File: src/rtl/rprop_weight_update_top_assert.svh
// Assertion macros for the module that checks its own logic.
`ifndef RPROP_WEIGHT_UPDATE_TOP_ASSERT_SVH
`define RPROP_WEIGHT_UPDATE_TOP_ASSERT_SVH

// The consequent must hold in the same cycle as the antecedent.
`define RWU_ASSERT_SAME(label, ante, cons, msg) \
    label: assert property (@(posedge aclk) disable iff (!aresetn) \
        (ante) |-> (cons)) else $error(msg);

// The consequent must hold in the cycle after the antecedent.
`define RWU_ASSERT_NEXT(label, ante, cons, msg) \
    label: assert property (@(posedge aclk) disable iff (!aresetn) \
        (ante) |=> (cons)) else $error(msg);

`endif

File: src/rtl/rwu_pkg.sv
package rwu_pkg;

    localparam int IDX_W = 10;

    localparam logic [2:0] CFG_ETA_PLUS  = 3'd0;
    localparam logic [2:0] CFG_ETA_MINUS = 3'd1;
    localparam logic [2:0] CFG_STEP_MAX  = 3'd2;
    localparam logic [2:0] CFG_STEP_MIN  = 3'd3;
    localparam logic [2:0] CFG_INIT_STEP = 3'd4;
    localparam logic [2:0] CFG_ZERO_BAND = 3'd5;

    localparam logic [15:0] ETA_PLUS_RST  = 16'd4915;
    localparam logic [12:0] ETA_MINUS_RST = 13'd2048;
    localparam logic [30:0] STEP_MAX_RST  = 31'd838860800;
    localparam logic [30:0] STEP_MIN_RST  = 31'd17;
    localparam logic [30:0] INIT_STEP_RST = 31'd167772;
    localparam logic [15:0] ZERO_BAND_RST = 16'd0;

    localparam logic [30:0] STEP_SAT = 31'h7FFF_FFFF;

    localparam logic [1:0] SIGN_ZERO = 2'd0;
    localparam logic [1:0] SIGN_POS  = 2'd1;
    localparam logic [1:0] SIGN_NEG  = 2'd2;
    localparam logic [1:0] SIGN_RSVD = 2'd3;

    localparam logic [1:0] KIND_KEPT = 2'd0;
    localparam logic [1:0] KIND_FLIP = 2'd1;
    localparam logic [1:0] KIND_HOLD = 2'd2;

    localparam logic REQ_LOAD   = 1'b0;
    localparam logic REQ_UPDATE = 1'b1;

    typedef struct packed {
        logic [31:0] weight;
        logic [30:0] step;
        logic [1:0]  sign;
    } rwu_entry_t;

    typedef struct packed {
        logic             req_type;
        logic [IDX_W-1:0] out_index;
        logic [31:0]      value;
        logic [31:0]      weight;
        logic [30:0]      old_step;
        logic [1:0]       new_sign;
        logic [1:0]       kind;
        logic [46:0]      prod;
    } rwu_stage_t;

endpackage

File: src/rtl/rwu_operand.sv
module rwu_operand (
    input  logic                          req_type,
    input  logic [rwu_pkg::IDX_W-1:0]     out_index,
    input  logic [31:0]                   value,
    input  rwu_pkg::rwu_entry_t           entry,
    input  logic [15:0]                   eta_plus,
    input  logic [12:0]                   eta_minus,
    input  logic [15:0]                   zero_band,
    output rwu_pkg::rwu_stage_t           stage
);

    logic [1:0]  prev_sign;
    logic [1:0]  new_sign;
    logic [31:0] grad_mag;
    logic [1:0]  kind;
    logic [15:0] eta;

    always_comb begin
        prev_sign = (entry.sign == rwu_pkg::SIGN_RSVD) ? rwu_pkg::SIGN_ZERO : entry.sign;
        grad_mag  = value[31] ? (32'd0 - value) : value;
        if (grad_mag <= {16'd0, zero_band}) begin
            new_sign = rwu_pkg::SIGN_ZERO;
        end else if (value[31]) begin
            new_sign = rwu_pkg::SIGN_NEG;
        end else begin
            new_sign = rwu_pkg::SIGN_POS;
        end

        if (prev_sign == rwu_pkg::SIGN_ZERO || new_sign == rwu_pkg::SIGN_ZERO) begin
            kind = rwu_pkg::KIND_HOLD;
        end else if (prev_sign == new_sign) begin
            kind = rwu_pkg::KIND_KEPT;
        end else begin
            kind = rwu_pkg::KIND_FLIP;
        end

        eta = (kind == rwu_pkg::KIND_KEPT) ? eta_plus : {3'd0, eta_minus};

        stage.req_type  = req_type;
        stage.out_index = out_index;
        stage.value     = value;
        stage.weight    = entry.weight;
        stage.old_step  = entry.step;
        stage.new_sign  = new_sign;
        stage.kind      = kind;
        stage.prod      = 47'(entry.step) * 47'(eta);
    end

endmodule

File: config.mk
export PLATFORM = sky130hd
export DESIGN_NAME = rwu_operand
export DESIGN_NICKNAME = d
export VERILOG_FILES = /design/src/rtl/rprop_weight_update_top_assert.svh /design/src/rtl/rwu_pkg.sv /design/src/rtl/rwu_operand.sv
export SDC_FILE = /design/constraint.sdc
export NUM_CORES = 1
export LEC_CHECK = 0
export BUFFER_PORTS_ARGS = -buffer_cell sky130_fd_sc_hd__buf_4
export CAP_MARGIN = 20
export CORE_MARGIN = 2
export CORE_UTILIZATION = 57
export DETAILED_ROUTE_END_ITERATION = 10
export PLACE_DENSITY = 0.87
export SLEW_MARGIN = 20
export SYNTH_ARGS = -nofsm -noshare
export SYNTH_HDL_FRONTEND = slang
export SYNTH_SLANG_ARGS = --single-unit
export TNS_END_PERCENT = 50
File: constraint.sdc
create_clock -name vclk -period 10.97
set_input_delay 0.5485 -clock vclk [all_inputs]
set_output_delay 0.5485 -clock vclk [all_outputs]
set_load 0.005 [all_outputs]
# Word-level counts from Yosys, hierarchy flattened
# Index checks and enable logic that the tools add are counted.
classes:
  n_mux: 7
  eq_ne: 2
  n_reduce_logical: 4
  n_mul: 1
  add_sub_neg: 1
  n_lt_le_gt_ge: 1
ops:
  columns: ["op", "n"]
  rows:
  - ["$mul 31x16->47", 1]
  - ["$le 32x16->1", 1]
  - ["$mux 32", 1]
  - ["$sub 1x32->32 const A", 1]
  - ["$mux 16", 1]
  - ["$mux 2", 4]
  - ["$logic_not 2->1", 3]
  - ["$eq 2x2->1", 1]
  - ["$eq 2x2->1 const B", 1]
  - ["$logic_or 1x1->1", 1]
  - ["$mux 1", 1]
word_totals:
  in_bits: 153
  output_inout_bits: 157
  wordCells: 16
  regBits: 0

# Depth between registers and ports, before layout
logic_depth:
  depth_word: 10
  mapped_depth: 40
  mapped_depth_nobuf: 36

# Least setup slack after synthesis
# Ideal clock, no wire load.
synth_timing:
  path_kind: "input port to output port"
  from: "input value[0]"
  to: "output stage[43] (netlist bit)"
  n_path_buf: 5
  required_time_ns: 10.422
  setup_slack_ns: 0.648
  path_stages: 38
  arrival_time_ns: 9.774
  path_cell_list: "inv_1 > ha_1 > or3b_2 > or4_1 > buf_2 > o31ai_1 > xnor2_1 > ha_1 > nand4_1 > or4_1 > o221a_2 > o2111ai_1 > nor3_1 > a311oi_1 > buf_2 > buf_6 > buf_6 > mux2_4 > [... 2 more ...] > fa_1 > inv_1 > fa_1 > inv_1 > fa_1 > fa_1 > inv_1 > fa_1 > inv_1 > ha_1 > clkbuf_1 > a2111oi_0 > o21ai_0 > a221oi_1 > a21boi_0 > nor3_1 > o21bai_1 > o311ai_0"
synth_rtl:
  columns: ["item", "line", "source"]
  rows:
  - ["from (decl)", "rwu_operand.sv:4", "input logic [31:0] value,"]
  - ["to (decl)", "rwu_operand.sv:9", "output rwu_pkg::rwu_stage_t stage"]

==> metrics.md <==
| Metric | Value |
|---|---|
| Outcome | `completed` |
| DRT iter0 DRCs | `2280` |
| Post-CTS Hold Buffers | `0` |
| Routed vias/inst | `between 5 and 6` |
| Die X | `around 210 um` |
| Ant diodes | `0` |
| Drt pass-1 iters | `8` |
| Final Slew Violations | `0` |
| Cells after Synth | `slightly above 3000` |
| Sequential cell area | `0 um^2` |
| Final net count | `around 3800` |
| Min-Delay Path Class | `in2out` |
| Max Fclk | `around 0.093 GHz` |
| Core area | `~43000 um^2` |
| Fin crit share | `slightly below 100%` |
| Synthesized area | `roughly 25000 um^2` |
| Critical path endpoint category | `primary output` |
| Min-delay src | `out_index[0]` |
| Initial antenna violation count | `0` |
| Netlist cell types | `61` |
| IO Count | `between 300 and 400` |
| Most common cell after layout, fill and taps aside | `nand2_1` |
| Die height | `212 um` |
| Hpwl dp | `around 53 mm` |
| Share of cells above drive strength 1 | `22.3%` |
| Hold WS | `1.10 ns` |
| Routed via count | `around 22000` |
| Slew headroom | `59.7%` |
| Final Hold Viols | `0` |
| Routed WL per cell | `20.7 um` |
| Synthesized Nets | `about 3700` |
| Most frequent cells in the layout | `852 x nand2_1, 451 x inv_1, 397 x fa_1` |
| Synthesized area per cell | `around 8.1 um^2` |
| Min Tclk post-route | `approximately 11 ns` |
| CP Max Fanout | `5` |
| WP data arrival | `a little over 10 ns` |
| Max Cap Viol | `0` |
| Critical-path top delay cell | `or4_4` |
| Hold endpoint | `stage[146]` |
| GP Congestion | `0.965` |
| Number of placement rows | `76` |
| Seq_cells | `0` |
| GRT Overall Usage | `31.9%` |
| Max incr delay on CP | `0.55 ns` |
| GRT overflow | `0` |
| DRT antenna net count | `0` |
| Port Buffers | `about 220` |
| RSZ-0062 raised after global routing | `true` |
| Worst Hold Path Cells | `0` |
| Required time worst endpoint | `between 10 and 15 ns` |
| Synth Warn # | `0` |
| Final WL | `between 70 and 80 mm` |
| Vias in the first global route | `around 22000` |
| Largest net degree at the start of global routing | `35` |
| Worst slew pin tran | `a little over 0.6 ns` |
| Area Overhead vs Synth | `9.84%` |
| WS Path Type | `in2out` |
| Die area | `around 45000 um^2` |
| Starting Density | `a little under three fifths` |
| Sequential area share after synthesis | `0%` |
| Startpoint Class | `input pin` |
| # setup viols final | `0` |
| Clkbuf count | `0` |
| DRC Markers | `0` |
| First-pass GRT wire length | `around 110 mm` |
## through the flow
step | worst slack [ns] | setup TNS, ns | utilization [%] | cell area, um^2 | cells
after floorplan | 0.648 | 0 | - | 24700 | 3052
after global placement | -0.135 | -0.561 | 60.6 | 26000 | 3602
after detailed placement | -0.382 | -2.51 | 60.6 | 26000 | 3602
after CTS | 0.000591 | 0 | 61.0 | 26100 | 3605
after global routing | -0.229 | -2.31 | 63.2 | 27100 | 3648
final | 0.210 | 0 | 63.2 | 27100 | 3648
## final cells by class
| cell class | instances | area (um^2) |
|---|---|---|
| inverters | 454 | 1700 |
| well taps | 585 | 732 |
| multi-input cells | 2245 | 21300 |
| fillers | 3328 | 15800 |
| repair buffers | 364 | 3320 |
## cell usage after synthesis, types with 10 or more instances
cell / number / share of area (%)
nand2_1: 853 / 13
inv_1: 454 / 6.9
fa_1: 404 / 33
mux2_4: 200 / 12
clkbuf_1: 196 / 3.0
mux2i_1: 141 / 5.7
ha_1: 138 / 7.0
buf_4: 109 / 3.3
and3_1: 76 / 1.9
mux2_2: 58 / 2.6
xnor2_1: 45 / 1.6
a21oi_1: 43 / 0.87
nand3_1: 40 / 0.81
o21ai_0: 36 / 0.73
nor2_1: 32 / 0.49
buf_6: 24 / 1.1
buf_2: 23 / 0.47
a21o_1: 18 / 0.55
nor3_1: 15 / 0.30
xor2_1: 13 / 0.46
nand4_1: 12 / 0.30
o31ai_1: 10 / 0.30
## layer usage
layer / up-vias / wire (um) / global-route usage [%] / share of wire [%]
met5: - / 0 / 0 / 0
met4: 0 / 4830 / 16.0 / 6.4
met3: 353 / 9050 / 4.87 / 12
met2: 1548 / 35200 / 53.6 / 47
met1: 10500 / 26500 / 40.1 / 35
li1: 9436 / - / - / -
## worst max-delay path by stage
stage / from / end / slack [ns] / cells past startpoint
3_3_place_gp: value[0] / stage[43] / -0.14 / 38
4_1_cts: value[0] / stage[43] / 0.0006 / 43
6_report: value[9] / stage[42] / 0.21 / 39
5_1_grt: value[9] / stage[46] / -0.23 / 39
2_1_floorplan: value[0] / stage[43] / 0.65 / 38
3_5_place_dp: value[0] / stage[45] / -0.38 / 39
## cells by family (layout without fill, tap and decap cells)
| kind of cell | Yosys count | after routing | synth area share (%) |
|---|---|---|---|
| adder cells (fa/ha/maj) | 542 | 542 | 39.8 |
| XOR/XNOR | 58 | 58 | 2.06 |
| AND/OR/NAND/NOR | 1069 | 1069 | 18.1 |
| multiplexers | 404 | 404 | 20.8 |
| AO/OA/AOI/OAI | 172 | 172 | 4.55 |
| buffers and inverters | 807 | 818 | 14.8 |
## what timing repair did
action / in CTS / in global routing
setup buffers: 1 / 31
pin swaps: 4 / 27
endpoints found under the setup margin: 14 / 24
gates cloned: 2 / 12
resized for setup: 19 / 85
## worst max-delay path, delay by kind of cell
family          cells  cell delay (ns)
fa+ha+maj           8             3.57
simple gates        7             1.98
compound gates      9             1.98
buf+inv            12             1.59
mux                 1             0.30
xor+xnor            2             0.23
Power is left out: the tool's default activity adds up to more than one toggle a clock period on the data nets, which glitch-free logic cannot reach.
