## src/rtl/rprop_weight_update_top_assert.svh

```systemverilog
// Assertion macros for the module that checks its own logic.
`ifndef RPROP_WEIGHT_UPDATE_TOP_ASSERT_SVH
`define RPROP_WEIGHT_UPDATE_TOP_ASSERT_SVH

// The consequent must hold in the same cycle as the antecedent.
`define RWU_ASSERT_SAME(label, ante, cons, msg) \
    label: assert property (@(posedge aclk) disable iff (!aresetn) \
        (ante) |-> (cons)) else $error(msg);

// The consequent must hold in the cycle after the antecedent.
`define RWU_ASSERT_NEXT(label, ante, cons, msg) \
    label: assert property (@(posedge aclk) disable iff (!aresetn) \
        (ante) |=> (cons)) else $error(msg);

`endif

```

## src/rtl/rwu_pkg.sv

```systemverilog
package rwu_pkg;

    localparam int IDX_W = 10;

    localparam logic [2:0] CFG_ETA_PLUS  = 3'd0;
    localparam logic [2:0] CFG_ETA_MINUS = 3'd1;
    localparam logic [2:0] CFG_STEP_MAX  = 3'd2;
    localparam logic [2:0] CFG_STEP_MIN  = 3'd3;
    localparam logic [2:0] CFG_INIT_STEP = 3'd4;
    localparam logic [2:0] CFG_ZERO_BAND = 3'd5;

    localparam logic [15:0] ETA_PLUS_RST  = 16'd4915;
    localparam logic [12:0] ETA_MINUS_RST = 13'd2048;
    localparam logic [30:0] STEP_MAX_RST  = 31'd838860800;
    localparam logic [30:0] STEP_MIN_RST  = 31'd17;
    localparam logic [30:0] INIT_STEP_RST = 31'd167772;
    localparam logic [15:0] ZERO_BAND_RST = 16'd0;

    localparam logic [30:0] STEP_SAT = 31'h7FFF_FFFF;

    localparam logic [1:0] SIGN_ZERO = 2'd0;
    localparam logic [1:0] SIGN_POS  = 2'd1;
    localparam logic [1:0] SIGN_NEG  = 2'd2;
    localparam logic [1:0] SIGN_RSVD = 2'd3;

    localparam logic [1:0] KIND_KEPT = 2'd0;
    localparam logic [1:0] KIND_FLIP = 2'd1;
    localparam logic [1:0] KIND_HOLD = 2'd2;

    localparam logic REQ_LOAD   = 1'b0;
    localparam logic REQ_UPDATE = 1'b1;

    typedef struct packed {
        logic [31:0] weight;
        logic [30:0] step;
        logic [1:0]  sign;
    } rwu_entry_t;

    typedef struct packed {
        logic             req_type;
        logic [IDX_W-1:0] out_index;
        logic [31:0]      value;
        logic [31:0]      weight;
        logic [30:0]      old_step;
        logic [1:0]       new_sign;
        logic [1:0]       kind;
        logic [46:0]      prod;
    } rwu_stage_t;

endpackage

```

## src/rtl/rwu_update.sv

```systemverilog
module rwu_update (
    input  rwu_pkg::rwu_stage_t stage,
    input  logic [30:0]         step_max,
    input  logic [30:0]         step_min,
    input  logic [30:0]         init_step,
    output rwu_pkg::rwu_entry_t result
);

    logic [34:0] scaled;
    logic [34:0] clamp_in;
    logic [30:0] clamped;
    logic [30:0] shrunk;
    logic [30:0] step_new;
    logic [30:0] move_mag;
    logic        move_sub;
    logic [33:0] wide_w;
    logic [33:0] sum;
    logic [31:0] sat_w;
    logic [1:0]  sign_new;

    always_comb begin
        scaled   = stage.prod[46:12];
        clamp_in = (stage.kind == rwu_pkg::KIND_HOLD) ? {4'd0, stage.old_step} : scaled;

        if (clamp_in > {4'd0, step_max}) begin
            clamped = step_max;
        end else if (clamp_in < {4'd0, step_min}) begin
            clamped = step_min;
        end else begin
            clamped = clamp_in[30:0];
        end

        shrunk = (scaled > {4'd0, rwu_pkg::STEP_SAT}) ? rwu_pkg::STEP_SAT : scaled[30:0];
        if (shrunk < step_min) begin
            shrunk = step_min;
        end

        move_mag = 31'd0;
        move_sub = 1'b0;
        case (stage.kind)
            rwu_pkg::KIND_KEPT: begin
                step_new = clamped;
                sign_new = stage.new_sign;
                move_mag = clamped;
                move_sub = (stage.new_sign == rwu_pkg::SIGN_POS);
            end
            rwu_pkg::KIND_FLIP: begin
                step_new = shrunk;
                sign_new = rwu_pkg::SIGN_ZERO;
                move_mag = stage.old_step;
                move_sub = 1'b1;
            end
            default: begin
                step_new = clamped;
                sign_new = stage.new_sign;
                if (stage.new_sign != rwu_pkg::SIGN_ZERO) begin
                    move_mag = clamped;
                end
                move_sub = (stage.new_sign == rwu_pkg::SIGN_POS);
            end
        endcase

        wide_w = {{2{stage.weight[31]}}, stage.weight};
        sum    = move_sub ? (wide_w - {3'd0, move_mag}) : (wide_w + {3'd0, move_mag});
        if (sum[33:31] == 3'b000 || sum[33:31] == 3'b111) begin
            sat_w = sum[31:0];
        end else if (sum[33]) begin
            sat_w = 32'h8000_0000;
        end else begin
            sat_w = 32'h7FFF_FFFF;
        end

        if (stage.req_type == rwu_pkg::REQ_LOAD) begin
            result.weight = stage.value;
            result.step   = init_step;
            result.sign   = rwu_pkg::SIGN_ZERO;
        end else begin
            result.weight = sat_w;
            result.step   = step_new;
            result.sign   = sign_new;
        end
    end

endmodule

```

## config.mk

```make
export PLATFORM = sky130hd
export DESIGN_NAME = rwu_update
export DESIGN_NICKNAME = d
export VERILOG_FILES = /design/src/rtl/rprop_weight_update_top_assert.svh /design/src/rtl/rwu_pkg.sv /design/src/rtl/rwu_update.sv
export SDC_FILE = /design/constraint.sdc
export NUM_CORES = 1
export LEC_CHECK = 0
export ABC_AREA = 0
export BUFFER_PORTS_ARGS = -buffer_cell sky130_fd_sc_hd__buf_2
export CAP_MARGIN = 10
export CORE_AREA = 5 5 185 98
export DETAILED_ROUTE_END_ITERATION = 6
export DIE_AREA = 0 0 190 103
export PLACE_DENSITY = 0.84
export SLEW_MARGIN = 10
export SYNTH_ARGS = -nofsm -noshare
export SYNTH_HDL_FRONTEND = slang
export SYNTH_SLANG_ARGS = --single-unit
```

## constraint.sdc

```tcl
create_clock -name vclk -period 12.6
set_clock_uncertainty 0.1 [all_clocks]
set_input_delay 1.89 -clock vclk [all_inputs]
set_output_delay 1.89 -clock vclk [all_outputs]
set_load 0.01 [all_outputs]
```

# Word level (Yosys, flattened, before mapping)
# Index checks and enable logic that the tools add are counted.
# Widths: inputs -> output; s select.
[classes] n_addsub=2 n_lt_le_gt_ge=4 eq_ne=4 mux=14 reduce_logical=4
[op_table] op="$mux 31" n=6
[op_table] op="$mux 65" n=1
[op_table] op="$mux 32" n=2
[op_table] op="$pmux 31 s2" n=1
[op_table] op="$gt 35x31->1" n=1
[op_table] op="$gt 35x31->1 const B" n=1
[op_table] op="$lt 35x31->1" n=1
[op_table] op="$mux 35" n=1
[op_table] op="$mux 34" n=1
[op_table] op="$add 32x32->33" n=1
[op_table] op="$sub 32x32->33" n=1
[op_table] op="$lt 31x31->1" n=1
[op_table] op="$eq 2x1->1 const B" n=2
[op_table] op="$eq 3x3->1 const B" n=1
[op_table] op="$logic_not 3->1" n=1
[op_table] op="$eq 2x2->1 const B" n=1
[op_table] op="$logic_not 2->1" n=1
[op_table] op="$mux 2" n=1
[op_table] op="$reduce_bool 2->1" n=1
[op_table] op="$logic_or 1x1->1" n=1
[op_table] op="$mux 1" n=1
[totals] register_bits=0 input_bits=250 word_cells=28

# Longest topological paths before layout
[depth] word_depth=13 mapped_depth=39 mapped_depth_nobuf=32

# Worst setup path before layout
# No wires, ideal clock.
[synth_timing] path_kind="input to output" start="input stage[48] in the netlist's numbering" end="output result[49] in the netlist's numbering" arrival_time_ps=9873 required_ps=10610 path_slack_ps=737 stages=38 cell_sequence="nor2b_1 > buf_2 > buf_2 > buf_1 > buf_1 > mux2_2 > ha_1 > a21oi_1 > nand2_1 > a22o_1 > or4_4 > a211oi_4 > buf_4 > buf_4 > buf_4 > mux2i_1 > mux2i_1 > a211oi_1 > [2 not listed] > nand4_1 > nor2_1 > a21oi_1 > xnor2_1 > ha_1 > a21o_1 > a21o_1 > a21o_1 > a21o_1 > a31oi_1 > o32ai_1 > o2111a_1 > o22ai_1 > o21ai_0 > xnor2_1 > clkbuf_1 > o21ai_1 > a31oi_1"
[synth_lines] item="from (decl)" line_no="rwu_update.sv:2" text="input rwu_pkg::rwu_stage_t stage,"
[synth_lines] item="to (decl)" line_no="rwu_update.sv:6" text="output rwu_pkg::rwu_entry_t result"

==> flow_summary.toml <==
[outcome]
status = "finished, final reports clean"

[place]
hpwlAfterDp_mm = 30.8
globalplace.congestion = 1.02
placed_area_um2 = 10200
port-buffer-count = 293
dp_slack_ns = 0.756

[timing]
period_share_pct = 96.5
fmax_mhz = 82.2
slew_headroom_pct = 18.2
tightest_slew_ns = 1.23
fin_crit_ns = 12.16
slew_viol_final = 0
final-hold-violation-count = 0
rsz0062_at_grt = "no"
setup_viol = 0
worst_slack_ns = 0.438
setup_tns_ns = 0

[detailed_routing]
ant_nets = 0
viasPerCell = 6.29
first_pass_iters = 6
drc = 0
via_count = 11100
drt_wl_total_mm = 37.0
initialDrtViolationCount = 1140
wl_per_cell_um = 21.0

[worst_setup_path]
critPathLaunchType = "input port"
crit_slowest_cell = "nor4_1"
slowest_delay_ns = 0.64
worstPathMaxFanout = 32
worstPathArrival_ns = 10.17
crit_path_end_kind = "output pin"
crit_required_ns = 10.61
crit_type = "in2out"

[finish]
register_area_um2 = 0
drive_above_1_share_pct = 26.9
seq_cells = 0
nClkBuffers = 0
area_delta_synth_final_pct = 21.5
stdcell_area_um2 = 10200
final_util_pct = 61.6
finalNetCount = 1906

[yosys]
syn-num-nets = 1645
synth-simple-area-share_pct = 21.1
synth_compound_area_share_pct = 36.6
synth_top_area_share_pct = 18.4
synth_area_um2 = 8430
seq_area_frac_synth_pct = 0
synth_warnings = 0
yosys.cell_types.count = 75
avgSynthCellArea_um2 = 6.64
synth_top_family_by_area = "compound AO/OA/AOI/OAI gates"
muxShareOfSynthArea_pct = 8.11
yosys.area.top_type = "ha_1"
ys_top_cells_by_area = "ha_1, a21oi_1, nor2_1, inv_1, o21ai_0"
syn_inst = 1270
synth-adder-area-share_pct = 18.6
synth_xor_area_share_pct = 6.30

[pwr]
p_leak_uw = 0.00492
powerDensity_nw_per_um2 = 74.9
peakVddDrop_uv = 83.7
power.total_uw = 768

[die]
die_area_um2 = 19600
coreArea_um2 = 16600
start_util_pct = 50.7
die_w_um = 190
num_rows = 34
io_pins = 315
die_h_um = 103

[cts]
post_cts_buffers = 0
postCtsResizedCells = 0
cts_hold_buf = 0

[grt]
overflow = 0
grt_usage_pct = 35.1
grt_pass1_wl_mm = 55.2
antenna_found_initial = 2
grt_start_max_net_pins = 65
grt_pass1_vias = 10000

[worst_hold_path]
hold_path_class = "in2out"

[flow_run]
cap_violations = 0
## worst paths after layout
kind	start	end	slack [ns]	cells past startpoint
worst max-delay path	stage[48]	result[59]	0.44	34
worst min-delay path	init_step[0]	result[2]	3.99	4
## synth_stat cells, drive strengths merged, types with 3 or more instances
cell type,instances
o21bai,6
mux2,35
a21o,33
nand3,26
o32a,6
nand2,81
o31a,3
or2,5
o22a,13
and2,3
a32oi,6
nor2,124
o21ai,91
nor2b,12
nand2b,31
buf,17
or4,4
xnor2,42
a22oi,6
o311ai,12
a221oi,4
ha,124
xor2,16
a211oi,20
o22ai,33
nor3,28
mux2i,29
a21oi,134
nor4,12
a311o,3
o41ai,6
o221ai,10
clkbuf,57
inv,121
nand4,25
o21a,12
or3,7
o31ai,8
and3,6
a31oi,29
o211ai,5
## kinds of logic after synthesis
logic type	Yosys count
compound gates	459
simple gates	368
buf+inv	195
fa+ha+maj	125
mux	64
xor+xnor	59
## placed cells by master, fill, tap and decap left out, types with 13 or more instances in the layout
cell        n
nand4_1    25
mux2i_1    29
mux2_2     35
a21oi_1   134
nor3_1     27
o22ai_2    20
xnor2_1    41
xor2_1     16
nand3_1    25
nand2_1    80
inv_1     121
o21ai_0    83
o22ai_1    13
buf_4      37
buf_2     292
nand2b_1   31
a31oi_1    29
o22a_1     13
a211oi_1   19
ha_1      124
nor2_1    122
a21o_1     33
## area by class of cell
| class | instances | area [um2] |
|---|---|---|
| Tap cell | 234 | 293 |
| Multi-Input combinational cell | 1075 | 7680 |
| Fill cell | 1616 | 6390 |
| Inverter | 121 | 454 |
| Timing Repair Buffer | 333 | 1820 |
| Antenna cell | 1 | 2.50 |
## per-layer routing
layer / track usage (%) / share of wire, % / vias to the layer above
met2: 53.4 / 40 / 756
li1: - / - / 5240
met3: 5.78 / 13 / 44
met4: 4.83 / 1.3 / 4
met5: 0 / 0.057 / -
met1: 53.1 / 46 / 5045
## per-stage QoR
step	hold WS, ns	std cells
after floorplan	3.80	1270
after global placement	3.99	1763
after detailed placement	3.99	1763
after CTS	4.00	1763
after global routing	4.03	1763
final	3.99	1764
## worst max-delay path: cells and delay by family
family,cells,cell delay [ns]
AND/OR/NAND/NOR,9,2.56
AO/OA/AOI/OAI,12,2.55
buffers and inverters,7,1.26
multiplexers,2,0.72
adder cells (fa/ha/maj),2,0.62
XOR/XNOR,2,0.51
## report_power, final
group | leakage (uW) | switching (uW) | internal, uW
registers | 0 | 0 | 0
logic | 0.00492 | 447 | 320
clock network | 0.00000000634 | 0 | 0.0000106
Power figures use the tool's default switching activity.
